==> src/hw/rtl/rgr_pkg.sv <==
// ---------------------------------------------------------------------------
// rgr_pkg: shared types and constants of the rotated glyph/rect rasterizer
// frame geometry, command codes, glyph font and controller/datapath structs
// ---------------------------------------------------------------------------
package rgr_pkg;

   localparam int FB_WIDTH    = 792;
   localparam int FB_HEIGHT   = 528;
   localparam int ROW_BYTES   = FB_WIDTH / 8;
   localparam int FB_BYTES    = ROW_BYTES * FB_HEIGHT;
   localparam int ADDR_W      = $clog2(FB_BYTES);
   localparam int PX_W        = $clog2(FB_WIDTH + 1);
   localparam int PY_W        = $clog2(FB_HEIGHT + 1);
   localparam int COL_W       = PX_W - 3;
   localparam int COORD_W     = 14;
   localparam int GLYPH_COUNT = 20;
   localparam int GIDX_W      = $clog2(GLYPH_COUNT);

   localparam logic signed [COORD_W-1:0] X_LIMIT = COORD_W'(FB_HEIGHT);
   localparam logic signed [COORD_W-1:0] Y_LIMIT = COORD_W'(FB_WIDTH);

   typedef enum logic [1:0] {
      ACT_CLEAR = 2'd0,
      ACT_FILL  = 2'd1,
      ACT_GLYPH = 2'd2,
      ACT_READ  = 2'd3
   } action_type;

   typedef struct packed {
      action_type          action;
      logic signed [11:0]  x_pos;
      logic signed [11:0]  y_pos;
      logic [10:0]         rect_width;
      logic [10:0]         rect_height;
      logic [7:0]          char_code;
      logic [3:0]          scale_factor;
      logic                paint_black;
      logic [7:0]          fill_byte;
      logic [15:0]         read_address;
   } req_type;

   typedef struct packed {
      logic [7:0] read_data;
      logic [1:0] action_echo;
   } rsp_type;

   typedef struct packed {
      logic capture;
      logic clr_step;
      logic rd_issue;
      logic dot_load;
      logic dot_adv;
      logic rect_clip;
      logic rect_init;
      logic row_start;
      logic byte_rd;
      logic byte_wr;
      logic finish;
   } dp_cmd_type;

   typedef struct packed {
      action_type act;
      logic       clr_last;
      logic       glyph_hit;
      logic       dot_set;
      logic       dot_last;
      logic       empty;
      logic       col_last;
      logic       row_last;
   } dp_stat_type;

   typedef struct packed {
      logic              hit;
      logic [GIDX_W-1:0] idx;
   } glyph_sel_type;

   // 5x7 font, row 0 on top, bit 4 is the leftmost column
   localparam logic [4:0] GLYPH_ROWS [GLYPH_COUNT][7] = '{
      '{5'h0E, 5'h11, 5'h11, 5'h1F, 5'h11, 5'h11, 5'h11},
      '{5'h1E, 5'h11, 5'h11, 5'h1E, 5'h11, 5'h11, 5'h1E},
      '{5'h1E, 5'h11, 5'h11, 5'h11, 5'h11, 5'h11, 5'h1E},
      '{5'h1F, 5'h10, 5'h10, 5'h1E, 5'h10, 5'h10, 5'h1F},
      '{5'h0E, 5'h11, 5'h10, 5'h17, 5'h11, 5'h11, 5'h0F},
      '{5'h11, 5'h11, 5'h11, 5'h1F, 5'h11, 5'h11, 5'h11},
      '{5'h1F, 5'h04, 5'h04, 5'h04, 5'h04, 5'h04, 5'h1F},
      '{5'h10, 5'h10, 5'h10, 5'h10, 5'h10, 5'h10, 5'h1F},
      '{5'h11, 5'h1B, 5'h15, 5'h15, 5'h11, 5'h11, 5'h11},
      '{5'h1E, 5'h11, 5'h11, 5'h1E, 5'h10, 5'h10, 5'h10},
      '{5'h1E, 5'h11, 5'h11, 5'h1E, 5'h14, 5'h12, 5'h11},
      '{5'h1F, 5'h04, 5'h04, 5'h04, 5'h04, 5'h04, 5'h04},
      '{5'h11, 5'h11, 5'h11, 5'h11, 5'h11, 5'h11, 5'h0E},
      '{5'h11, 5'h11, 5'h0A, 5'h04, 5'h0A, 5'h11, 5'h11},
      '{5'h11, 5'h11, 5'h0A, 5'h04, 5'h04, 5'h04, 5'h04},
      '{5'h0E, 5'h11, 5'h13, 5'h15, 5'h19, 5'h11, 5'h0E},
      '{5'h04, 5'h0C, 5'h04, 5'h04, 5'h04, 5'h04, 5'h0E},
      '{5'h1E, 5'h01, 5'h01, 5'h0E, 5'h01, 5'h01, 5'h1E},
      '{5'h00, 5'h00, 5'h00, 5'h00, 5'h00, 5'h06, 5'h06},
      '{5'h00, 5'h00, 5'h00, 5'h1F, 5'h00, 5'h00, 5'h00}
   };

   // ascii code to font row index
   function automatic glyph_sel_type glyph_lookup(input logic [7:0] code);
      glyph_sel_type sel;
      sel.hit = 1'b1;
      sel.idx = '0;
      case (code)
         8'h41: sel.idx = GIDX_W'(0);   // A
         8'h42: sel.idx = GIDX_W'(1);   // B
         8'h44: sel.idx = GIDX_W'(2);   // D
         8'h45: sel.idx = GIDX_W'(3);   // E
         8'h47: sel.idx = GIDX_W'(4);   // G
         8'h48: sel.idx = GIDX_W'(5);   // H
         8'h49: sel.idx = GIDX_W'(6);   // I
         8'h4C: sel.idx = GIDX_W'(7);   // L
         8'h4D: sel.idx = GIDX_W'(8);   // M
         8'h50: sel.idx = GIDX_W'(9);   // P
         8'h52: sel.idx = GIDX_W'(10);  // R
         8'h54: sel.idx = GIDX_W'(11);  // T
         8'h55: sel.idx = GIDX_W'(12);  // U
         8'h58: sel.idx = GIDX_W'(13);  // X
         8'h59: sel.idx = GIDX_W'(14);  // Y
         8'h30: sel.idx = GIDX_W'(15);  // 0
         8'h31: sel.idx = GIDX_W'(16);  // 1
         8'h33: sel.idx = GIDX_W'(17);  // 3
         8'h2E: sel.idx = GIDX_W'(18);  // period
         8'h2D: sel.idx = GIDX_W'(19);  // minus
         default: sel.hit = 1'b0;
      endcase
      return sel;
   endfunction

endpackage

==> src/hw/rtl/rgr_ctrl.sv <==
// ---------------------------------------------------------------------------
// rgr_ctrl: command sequencer of the rasterizer
// walks clear, read, rectangle and glyph commands and owns the handshakes
// ---------------------------------------------------------------------------
module rgr_ctrl (
   input  logic                 clock,
   input  logic                 reset,
   input  logic                 req_valid,
   output logic                 req_ready,
   output logic                 rsp_valid,
   input  logic                 rsp_ready,
   output rgr_pkg::dp_cmd_type  cmd,
   input  rgr_pkg::dp_stat_type stat
);

   typedef enum logic [11:0] {
      ST_IDLE      = 12'b0000_0000_0001,
      ST_DISPATCH  = 12'b0000_0000_0010,
      ST_CLEAR     = 12'b0000_0000_0100,
      ST_READ      = 12'b0000_0000_1000,
      ST_GLYPH     = 12'b0000_0001_0000,
      ST_GLYPH_ADV = 12'b0000_0010_0000,
      ST_CLIP      = 12'b0000_0100_0000,
      ST_INIT      = 12'b0000_1000_0000,
      ST_ROW       = 12'b0001_0000_0000,
      ST_BYTE_RD   = 12'b0010_0000_0000,
      ST_BYTE_WR   = 12'b0100_0000_0000,
      ST_FINISH    = 12'b1000_0000_0000
   } state_type;

   state_type state_ff;
   state_type state_in;
   state_type rect_done;
   logic      rsp_valid_ff;
   logic      rsp_valid_in;

   assign req_ready = state_ff == ST_IDLE;
   assign rsp_valid = rsp_valid_ff;
   assign rect_done = (stat.act == rgr_pkg::ACT_GLYPH) ? ST_GLYPH_ADV : ST_FINISH;

   always_comb begin
      state_in = state_ff;
      cmd      = '0;
      case (state_ff)
         ST_IDLE: begin
            if (req_valid) begin
               cmd.capture = 1'b1;
               state_in    = ST_DISPATCH;
            end
         end
         ST_DISPATCH: begin
            case (stat.act)
               rgr_pkg::ACT_CLEAR: state_in = ST_CLEAR;
               rgr_pkg::ACT_FILL:  state_in = ST_CLIP;
               rgr_pkg::ACT_GLYPH: state_in = ST_GLYPH;
               default:            state_in = ST_READ;
            endcase
         end
         ST_CLEAR: begin
            cmd.clr_step = 1'b1;
            if (stat.clr_last) begin
               state_in = ST_FINISH;
            end
         end
         ST_READ: begin
            cmd.rd_issue = 1'b1;
            state_in     = ST_FINISH;
         end
         ST_GLYPH: begin
            if (!stat.glyph_hit) begin
               state_in = ST_FINISH;
            end else if (stat.dot_set) begin
               cmd.dot_load = 1'b1;
               state_in     = ST_CLIP;
            end else begin
               state_in = ST_GLYPH_ADV;
            end
         end
         ST_GLYPH_ADV: begin
            if (stat.dot_last) begin
               state_in = ST_FINISH;
            end else begin
               cmd.dot_adv = 1'b1;
               state_in    = ST_GLYPH;
            end
         end
         ST_CLIP: begin
            cmd.rect_clip = 1'b1;
            state_in      = ST_INIT;
         end
         ST_INIT: begin
            if (stat.empty) begin
               state_in = rect_done;
            end else begin
               cmd.rect_init = 1'b1;
               state_in      = ST_ROW;
            end
         end
         ST_ROW: begin
            cmd.row_start = 1'b1;
            state_in      = ST_BYTE_RD;
         end
         ST_BYTE_RD: begin
            cmd.byte_rd = 1'b1;
            state_in    = ST_BYTE_WR;
         end
         ST_BYTE_WR: begin
            cmd.byte_wr = 1'b1;
            if (!stat.col_last) begin
               state_in = ST_BYTE_RD;
            end else if (stat.row_last) begin
               state_in = rect_done;
            end else begin
               state_in = ST_ROW;
            end
         end
         ST_FINISH: begin
            if (!rsp_valid_ff || rsp_ready) begin
               cmd.finish = 1'b1;
               state_in   = ST_IDLE;
            end
         end
         default: state_in = ST_IDLE;
      endcase
   end

   always_comb begin
      rsp_valid_in = rsp_valid_ff;
      if (rsp_ready) begin
         rsp_valid_in = 1'b0;
      end
      if (cmd.finish) begin
         rsp_valid_in = 1'b1;
      end
   end

   always_ff @(posedge clock) begin
      if (reset) begin
         state_ff     <= ST_IDLE;
         rsp_valid_ff <= 1'b0;
      end else begin
         state_ff     <= state_in;
         rsp_valid_ff <= rsp_valid_in;
      end
   end

`ifndef NO_ASSERTIONS
   a_wr_after_rd: assert property (@(posedge clock) disable iff (reset)
      cmd.byte_wr |-> $past(cmd.byte_rd))
      else $error("byte write without preceding read");
   a_clear_run: assert property (@(posedge clock) disable iff (reset)
      cmd.clr_step && !stat.clr_last |=> cmd.clr_step)
      else $error("clear sweep broke off early");
   a_rsp_from_finish: assert property (@(posedge clock) disable iff (reset)
      $rose(rsp_valid_ff) |-> $past(cmd.finish))
      else $error("response raised without a finished command");
   a_accept_busy: assert property (@(posedge clock) disable iff (reset)
      req_valid && req_ready |=> !req_ready)
      else $error("accepted request did not start work");
`endif

endmodule

==> config.mk <==
export PLATFORM = sky130hd
export DESIGN_NAME = rgr_ctrl
export DESIGN_NICKNAME = d
export VERILOG_FILES = /design/src/hw/rtl/rgr_pkg.sv /design/src/hw/rtl/rgr_ctrl.sv
export SDC_FILE = /design/constraint.sdc
export NUM_CORES = 1
export LEC_CHECK = 0
export BUFFER_PORTS_ARGS = -buffer_cell sky130_fd_sc_hd__buf_2
export CORE_UTILIZATION = 44
export DETAILED_ROUTE_END_ITERATION = 8
export PLACE_DENSITY = 0.72
export SLEW_MARGIN = 30
export SYNTH_ARGS = -nofsm -noshare
export SYNTH_HDL_FRONTEND = slang
export SYNTH_SLANG_ARGS = --single-unit
==> constraint.sdc <==
create_clock -name clock -period 3.6 [get_ports clock]
set_input_delay 0.18 -clock clock [delete_from_list [all_inputs] [get_ports clock]]
set_output_delay 0.18 -clock clock [all_outputs]
set_load 0.05 [all_outputs]
==> results.yml, run 1 <==
grt:
  grt_max_degree: 12
  grt_use_met2_pct: 33.1
  grt.total_usage_pct: 20.0
  gr-usage-met3_pct: 5.77
  antenna_found_initial: 0
  grt_pass1_wl_um: 3080
  grt.busiest_layer: "met2"
  grt_overflow: 0
  grt_util_met1_pct: 25.1
  first_global_vias: 730
clock_network:
  root_buffer: "clkbuf_4"
  cts_hold_buf: 0
  clock_latency_ps: 280
  cts_resized: 0
  post-cts-setup-buffers: 0
  clkSinkCount: 13
  tritoncts: "done"
  clk_pin_slew_worst_paths_ps: 80
  cts_buffer_depth: 2
  ctsHtreeMaxLevel: 1
  numCtsBuffers: 3
placed_design:
  dp_slack_ps: 1710
  dp.cells: 156
  io_buffers: 25
  dp_hpwl_um: 1600
  gp_congestion: 0.791
  dpl_cell_area_sq_um: 1010
critical_path:
  crit_path_end_kind: "output port"
  crit_fanout: 7
  cp.arrival_ps: 2030
  critPathRequiredTime_ps: 3420
  start_kind: "flop"
  crit_type: "flop to output port"
power:
  power_density_nw_per_um2: 352
  ir_worst_vdd_mv: 0.279
  p_leak_uw: 0.000492
  intPower_uw: 231
  pwr-share-clk_pct: 25.4
  p_switching_uw: 133
  power_frac_seq_pct: 44.6
  switching_share_pct: 36.5
  power.share.combinational_pct: 30.0
floorplanning:
  initial_core_util_pct: 49.4
  ios: 26
  fp-row-count: 15
  die_height_um: 47.0
  placeableCoreArea_sq_um: 1800
  chipWidth_um: 47.0
  die_area_sq_um: 2210
cells_and_area:
  drive_gt1_share_pct: 27.4
  nNetsFinal: 149
  final_cell_area_sq_um: 1030
  final_util_pct: 57.4
  final_cell_count_no_fill: 160
  area_growth_pct: 16.2
  antenna_cells: 0
route:
  wl_um: 2040
  viasPerCell: 5.50
  ant_nets: 0
  wl_per_cell_um: 12.8
  drc: 0
  drt_iter0_markers: 16
  num_vias: 880
  drt_pass1_iterations: 4
sta:
  max_freq_ghz: 0.452
  finalSetupViolCount: 0
  finClkSkew_ps: 1.87
  finalCritPeriodShare_pct: 61.4
  maxSlewViolCount: 0
  rsz0062_at_grt: "false"
  hold_viol: 0
  worstMarginPinSlew_ps: 499
  min_period_ps: 2210
  setup-tns-final_ps: 0
  slew_headroom_pct: 66.7
  fin_ws_ps: 1390
run:
  drv_cap: 0
synthesis:
  yosysWarningCount: 0
  synth.avg_cell_area_sq_um: 8.01
  synth_area_sq_um: 890
  netlist_instances: 111
  yosysSeqAreaShare_pct: 29.3
  synthDistinctLibCells: 39
  synth_seq_cells: 13
  synth_nets: 124
min_path:
  min_path_type: "primary input to flop"
run_status:
  status: "finished, final reports clean"
-- critical path: stages (launching register included) --
cell	delay (ps)
dfxtp_1	370
nor4_2	470
and3_1	290
and4b_1	210
and2_1	140
buf_2	260
-- layer usage --
layer | part of all wire [%] | routed length [um] | up-vias
met5 | 0 | 0 | -
met4 | 0.69 | 14 | 0
met3 | 4.9 | 99 | 4
met2 | 49 | 990 | 24
met1 | 46 | 936 | 409
li1 | - | - | 443
-- synth_stat cells (all sizes together) --
cell type | instances | area (sq um)
nand2 | 6 | 22.5
nor4b | 2 | 17.5
o21bai | 1 | 7.51
o22ai | 1 | 12.5
nand4 | 2 | 12.5
a221oi | 1 | 15.0
and2 | 3 | 18.8
or2 | 1 | 6.26
or3 | 1 | 6.26
nor3b | 2 | 15.0
dfxtp | 13 | 260
a21boi | 1 | 7.51
buf | 3 | 30.0
xor2 | 3 | 26.3
and4b | 1 | 10.0
clkbuf | 2 | 8.75
o311a | 1 | 10.0
nor2b | 6 | 37.5
nand4b | 2 | 17.5
o211ai | 1 | 7.51
o21ai | 3 | 15.0
a21oi | 6 | 30.0
and3 | 5 | 32.5
nand2b | 4 | 25.0
nor3 | 4 | 20.0
xnor2 | 1 | 8.76
a31oi | 2 | 12.5
nor2 | 19 | 71.3
a32o | 1 | 11.3
nand3 | 3 | 15.0
and3b | 1 | 8.76
nor4 | 3 | 46.3
inv | 4 | 15.0
and4bb | 2 | 28.8
-- worst paths after layout --
kind,start,endpoint,slack (ps),depth (start not counted)
worst min-delay path,stat[7],state_ff[3],170,3
worst max register to register,state_ff[5],state_ff[11],1690,6
worst min register to register,rsp_valid,rsp_valid,510,2
worst max-delay path,state_ff[8],cmd[7],1390,5
-- cells in the final DEF, fill, tap and decap left out, types with 2 or more instances in the layout --
cell type  instances
nand2_1            6
o21ai_0            3
buf_2             25
nor4_2             2
clkbuf_4           3
and3_1             4
nor4b_1            2
inv_1              4
and2_1             3
nand4_1            2
dfxtp_1           13
nand4b_1           2
nor3_1             4
nand3_1            3
a21oi_1            6
nor2_1            19
nand2b_1           4
xor2_1             3
nor2b_1            6
a31oi_1            2
nor3b_1            2
-- final cells by class --
class	instances	area, sq um
clock buffers	4	26.3
flip-flops and latches	13	260
inverters	4	15.0
repair buffers	25	125
well taps	25	31.3
multi-input cells	89	576
fillers	190	768
-- cells by family after synthesis --
kind of cell | count (synthesis) | synth area share, %
XOR/XNOR | 4 | 3.94
buffers and inverters | 9 | 6.05
flip-flops | 13 | 29.3
AND/OR/NAND/NOR | 67 | 46.3
AO/OA/AOI/OAI | 18 | 14.5
-- metrics by stage --
stage	total power (uW)	hold slack, ps
4_1_cts	368	163
6_report	364	166
3_3_place_gp	272	464
3_5_place_dp	274	464
5_1_grt	385	176
2_1_floorplan	245	306
-- power groups by stage --
| stage | sequential, uW | clock [uW] | combinational, uW |
|---|---|---|---|
| 2_1_floorplan | 158 | 0 | 87.6 |
| 3_3_place_gp | 165 | 0 | 107 |
| 3_5_place_dp | 166 | 0 | 108 |
| 4_1_cts | 162 | 96.6 | 109 |
| 5_1_grt | 163 | 103 | 118 |
| 6_report | 162 | 92.6 | 109 |
-- sequential cells by signal, summed over array words and instances (netlist names) --
register   count
state_ff      12
rsp_valid      1
Note: power is estimated with default switching activity, not from simulation.
==> inputs of run 2 (changes only) <==
--- a/config.mk
+++ b/config.mk
@@ -5,10 +5,11 @@
 export SDC_FILE = /design/constraint.sdc
 export NUM_CORES = 1
 export LEC_CHECK = 0
+export ABC_AREA = 1
 export BUFFER_PORTS_ARGS = -buffer_cell sky130_fd_sc_hd__buf_2
 export CORE_UTILIZATION = 44
 export DETAILED_ROUTE_END_ITERATION = 8
-export PLACE_DENSITY = 0.72
+export PLACE_DENSITY = 0.71
 export SLEW_MARGIN = 30
 export SYNTH_ARGS = -nofsm -noshare
 export SYNTH_HDL_FRONTEND = slang
==> constraint.sdc (replaced) <==
create_clock -name clock -period 2.2 [get_ports clock]
set_input_delay 0.11 -clock clock [delete_from_list [all_inputs] [get_ports clock]]
set_output_delay 0.11 -clock clock [all_outputs]
set_load 0.05 [all_outputs]
==> run 2 against run 1 <==
  * Critical path depth increased by 1
  * Utilization decreased by 0.43 points
  * Power increased by 140%
  * First-iteration DRC count increased by 50%
  * Global-route usage increased by 0.41 points
  * Sequential share of layout area decreased by 2.6 points
  * Clock skew increased by 7.6 ps
  * Routed wire length increased by 13%
  * Design area increased by 11%
  * Combinational power increased to 3.9 times the previous value
  * Cell count increased by 33%
  * Sequential power increased by 77%
  * Critical path type unchanged
  * Critical endpoint is now cmd[6]
  * Highest routed layer unchanged
==> results.yml, run 2 <==
grt:
  grt_overflow: 0
  antenna_found_initial: 0
  grt.total_usage_pct: 20.5
  grt_pass1_wl_um: 3840
  grt_max_degree: 10
  first_global_vias: 953
clock_network:
  cts_resized: 0
  root_buffer: "clkbuf_4"
  clock_latency_ps: 280
  cts_hold_buf: 0
  numCtsBuffers: 3
  clk_pin_slew_worst_paths_ps: 90
  ctsHtreeMaxLevel: 1
  tritoncts: "done"
  post-cts-setup-buffers: 0
  cts_buffer_depth: 2
  clkSinkCount: 13
route:
  drt_iter0_markers: 24
  ant_nets: 0
  num_vias: 1043
  wl_um: 2320
  wl_per_cell_um: 10.9
  viasPerCell: 4.92
  drt_pass1_iterations: 4
  drc: 0
floorplanning:
  chipWidth_um: 49.2
  die_height_um: 49.2
  initial_core_util_pct: 48.5
  die_area_sq_um: 2420
  placeableCoreArea_sq_um: 2020
  fp-row-count: 16
  ios: 26
sta:
  maxSlewViolCount: 0
  finClkSkew_ps: 9.44
  min_period_ps: 1740
  slew_headroom_pct: 80.9
  setup-tns-final_ps: 0
  hold_viol: 0
  hold_ws_ps: 103
  finalCritPeriodShare_pct: 79.2
  max_freq_ghz: 0.574
  worstMarginPinSlew_ps: 285
  rsz0062_at_grt: "false"
  finalSetupViolCount: 0
critical_path:
  r2r_start: "state_ff[11]"
  critPathRequiredTime_ps: 2090
  crit_chain: "nor2_1, nand2_2, nor2_4, nand4_1, nor2_1, buf_2"
  crit_type: "flop to output port"
  cpPeakStageDelay_ps: 350
  start_kind: "flop"
  slowest_stage: "dfxtp_1"
  cp.arrival_ps: 1630
  crit_fanout: 5
  critPathMostFrequentCell: "nor2_1"
  crit_path_start: "state_ff[11]"
  crit_path_end_kind: "output port"
power:
  power.share.combinational_pct: 49.3
  power_density_nw_per_um2: 755
  power_frac_seq_pct: 33.1
  switching_share_pct: 47.5
  ir_worst_vdd_mv: 0.433
  intPower_uw: 456
  pwr-share-clk_pct: 17.6
  total_power_uw: 869
  p_switching_uw: 413
  p_leak_uw: 0.000622
synthesis:
  netlist_instances: 158
  synth.avg_cell_area_sq_um: 6.21
  synth_seq_cells: 13
  ys.flop_type: "dfxtp_1"
  synth.area.top_cells: "dfxtp_1 (27%), inv_1 (12%), nand2_1 (11%)"
  synth_edf_count: 0
  yosys-top-cells-count: "inv_1 (31), nand2_1 (29), nor2_1 (28)"
  synth_area_sq_um: 981
  synthDistinctLibCells: 23
  synth_nets: 171
  synthMostInstantiatedCell: "inv_1"
  yosysWarningCount: 0
  synth_top_cell_by_area: "dfxtp_1"
  yosysSeqAreaShare_pct: 26.5
  synthArstFlopShare_pct: 0
  synth_top_area_share_pct: 26.5
cells_and_area:
  final_common_cell: "inv_1"
  nNetsFinal: 199
  layout_common_cells: "inv_1 (31), nand2_1 (29), nor2_1 (28)"
  final_util_pct: 56.9
  drive_gt1_share_pct: 24.3
  largest_register_ffs: 12
  top_register: "state_ff"
  area_growth_pct: 17.3
  final_cell_area_sq_um: 1150
  antenna_cells: 0
min_path:
  min_path_type: "primary input to flop"
  min_from: "reset"
placed_design:
  gp_congestion: 0.858
  dp_hpwl_um: 1920
  dpl_cell_area_sq_um: 1120
  io_buffers: 25
run:
  drv_cap: 0
run_status:
  status: "finished, final reports clean"
run 2: cell types whose count changed in the layout (fill, tap and decap cells not counted), sizes merged, moves of 4 or more:
cell	delta
and3	-4
inv	+29
nand2	+26
nand2b	-4
nand3	+13
nand4	+5
nor2	+17
nor2b	-6
run 2: critical path: cells and delay by family, from the launching register on:
kind / cells / cell delay (ps)
buffers and inverters: 1 / 280
DFF: 1 / 350
and+or+nand+nor: 5 / 730
run 2: layer usage:
layer | vias up | part of all wire (%) | track usage [%]
li1 | 546 | - | -
met1 | 460 | 47 | 24.9
met2 | 32 | 48 | 37.4
met3 | 5 | 3.9 | 1.87
met4 | 0 | 1.4 | 5.88
met5 | - | 0 | 0
run 2: layout make-up:
class | instances | area [sq um]
inverter | 33 | 124
clock buffer | 4 | 26.3
sequential | 13 | 260
fill | 215 | 871
multi-input combinational | 110 | 582
timing repair buffer | 25 | 125
tap | 27 | 33.8
run 2: worst paths after layout:
path / end / slack, ps / depth (start not counted)
hold reg to reg: state_ff[11] / 580 / 2
setup reg to reg: state_ff[5] / 740 / 7
hold / removal: state_ff[9] / 100 / 2
setup / recovery: cmd[6] / 460 / 6
run 2: power by group through the flow:
stage	Clock, uW	Sequential (uW)	Combinational [uW]
global placement	0	292	423
floorplan	0	290	347
finish	153	287	429
detailed placement	0	293	426
CTS	155	288	428
global route	166	291	468
run 2: kinds of logic (layout without fill, tap and decap cells):
| group | count (synthesis) | in the layout | synth area share (%) |
|---|---|---|---|
| simple gates | 100 | 100 | 53.7 |
| buf+inv | 35 | 62 | 14.2 |
| flops | 13 | 13 | 26.5 |
| compound gates | 10 | 10 | 5.61 |
run 2: per-stage QoR:
stage                     setup WS [ps]  cells
final                               458    212
after global routing                330    212
after CTS                           461    212
after detailed placement            767    208
after global placement              788    208
after floorplan                     276    158
==> inputs of run 3 (changes only) <==
--- a/config.mk
+++ b/config.mk
@@ -5,11 +5,11 @@
 export SDC_FILE = /design/constraint.sdc
 export NUM_CORES = 1
 export LEC_CHECK = 0
-export ABC_AREA = 1
+export ABC_AREA = 0
 export BUFFER_PORTS_ARGS = -buffer_cell sky130_fd_sc_hd__buf_2
 export CORE_UTILIZATION = 44
 export DETAILED_ROUTE_END_ITERATION = 8
-export PLACE_DENSITY = 0.71
+export PLACE_DENSITY = 0.74
 export SLEW_MARGIN = 30
 export SYNTH_ARGS = -nofsm -noshare
 export SYNTH_HDL_FRONTEND = slang
==> constraint.sdc (replaced) <==
create_clock -name clock -period 1.6 [get_ports clock]
set_input_delay 0.08 -clock clock [delete_from_list [all_inputs] [get_ports clock]]
set_output_delay 0.08 -clock clock [all_outputs]
set_load 0.05 [all_outputs]
==> run 3 against run 2 <==
  * The flow now finishes with violations (negative setup slack)
  * Design area grew 26%
  * Register-to-register slack got worse by 920 ps
  * Clock power rose by 37%
  * Clock skew fell by 3.4 ps
  * Worst hold slack worse by 38 ps
  * Clock-buffer cell count did not move
  * Combinational power grew 8.9%
  * Sequential share of layout area down 4.1 points
  * Worst setup slack worse by 680 ps
  * Largest cell class unchanged
==> results.yml, run 3 (synthesis gave the netlist of run 1 again) <==
placed_design:
  dpl_cell_area_sq_um: 1170
  io_buffers: 25
  dp_hpwl_um: 1860
  gp_congestion: 0.821
min_path:
  min_path_type: "primary input to flop"
  hold_path_depth: 3
clock_network:
  tritoncts: "done"
  numCtsBuffers: 3
  clk_pin_slew_worst_paths_ps: 80
  root_buffer: "clkbuf_4"
  cts_hold_buf: 0
  ctsHtreeMaxLevel: 1
  cts_buffer_depth: 2
  clock_latency_ps: 280
  clkSinkCount: 13
sta:
  finalSetupViolCount: 18
  fin_ws_ps: -222
  slew_headroom_pct: 77.3
  rsz0062_at_grt: "true"
  finalCritPeriodShare_pct: 114
  finClkSkew_ps: 6.05
  min_period_ps: 1820
  max_freq_ghz: 0.549
  maxSlewViolCount: 0
  hold_viol: 0
  worstMarginPinSlew_ps: 336
cells_and_area:
  drive_gt1_share_pct: 54.0
  nNetsFinal: 177
  final_cell_area_sq_um: 1450
  layout_common_cells: "buf_4 (25), nor2_1 (16), buf_2 (13)"
  final_util_pct: 80.5
  antenna_cells: 0
  area_growth_pct: 63.0
  largest_register_ffs: 12
  n_fill_cell: 128
  top_register: "state_ff"
  final_common_cell: "buf_4"
  multi_input_area_sq_um: 658
  ff_latch_area_sq_um: 268
critical_path:
  crit_chain: "nor4_2, buf_4, and3_4, and4b_1, and2_4, buf_8"
  crit_fanout: 5
  cpPeakStageDelay_ps: 330
  rr_worst_depth: 6
  path_depth: 6
  cp_num_buf_inv: 2
  crit_path_end_kind: "output port"
  critPathRequiredTime_ps: 1520
  start_kind: "flop"
  crit_type: "flop to output port"
  slowest_stage: "dfxtp_2"
  path_delay_family: "simple AND/OR/NAND/NOR gates"
  cp.arrival_ps: 1740
grt:
  first_global_vias: 978
  grt_max_degree: 12
  grt_overflow: 0
  grt.total_usage_pct: 28.4
  grt_pass1_wl_um: 4240
  antenna_found_initial: 0
floorplanning:
  fp-row-count: 15
  chipWidth_um: 47.0
  die_area_sq_um: 2210
  die_height_um: 47.0
  placeableCoreArea_sq_um: 1800
  initial_core_util_pct: 49.4
  ios: 26
run_status:
  violations: "negative setup slack"
  status: "complete, but fails checks"
route:
  drc: 0
  route.met2.wl_um: 1450
  viasPerCell: 5.63
  wl_per_cell_um: 14.7
  ant_nets: 0
  num_vias: 1059
  top_layer_used: "met4"
  wl_um: 2770
  drt_iter0_markers: 34
  met3_length_um: 171
  wl_met1_um: 1070
  drt_pass1_iterations: 4
run:
  drv_cap: 0
power:
  power_density_nw_per_um2: 707
  p_leak_uw: 0.000660
  ir_worst_vdd_mv: 0.517
## run 3: metal layers
metal / track usage, % / vias up
met5: 0 / -
met4: 14.9 / 0
met3: 5.00 / 11
met2: 52.2 / 54
met1: 30.7 / 494
li1: - / 500
## run 3: worst register-to-register path, stage by stage (launching register included)
cell      delay [ps]
dfxtp_2          350
nor4_4           360
and3b_2          290
and4bb_4         290
a32o_2           230
a221oi_2          80
o22ai_2          120
## run 3: path summary, 6_finish.rpt
check,from,endpoint,slack (ps)
hold / removal,stat[7],state_ff[3],70
hold reg to reg,rsp_valid,rsp_valid,530
setup / recovery,state_ff[11],cmd[7],-220
setup reg to reg,state_ff[5],state_ff[11],-180
## run 3: area by class of cell
type | count | share of cell area, %
Sequential cell | 13 | 18.5
Timing Repair Buffer | 53 | 31.1
Inverter | 4 | 1.04
Tap cell | 25 | 2.16
Clock buffer | 4 | 1.81
Multi-Input combinational cell | 89 | 45.4
## run 3: power breakdown
part | total, uW | switching [uW] | internal [uW] | leakage, uW
sequential | 350 | 13.7 | 337 | 0.000108
combinational | 467 | 246 | 220 | 0.000536
clock | 209 | 112 | 96.8 | 0.0000150
## run 3: per-stage QoR
step	hold WS, ps	power [uW]	setup WS (ps)	std cells	setup TNS [ps]
4_1_cts	56.2	995	-210	186	-1680
2_1_floorplan	206	562	-182	111	-522
6_report	65.7	1030	-222	188	-2370
5_1_grt	79.8	1070	-303	188	-4070
3_3_place_gp	353	671	-35.7	175	-79.8
3_5_place_dp	361	683	-89.2	175	-282
## run 3: timing repair
action | in CTS | in global routing
setup endpoints to repair | 17 | 20
buffers inserted | 7 | 2
pin swaps | 11 | 11
gates resized for setup | 47 | 10
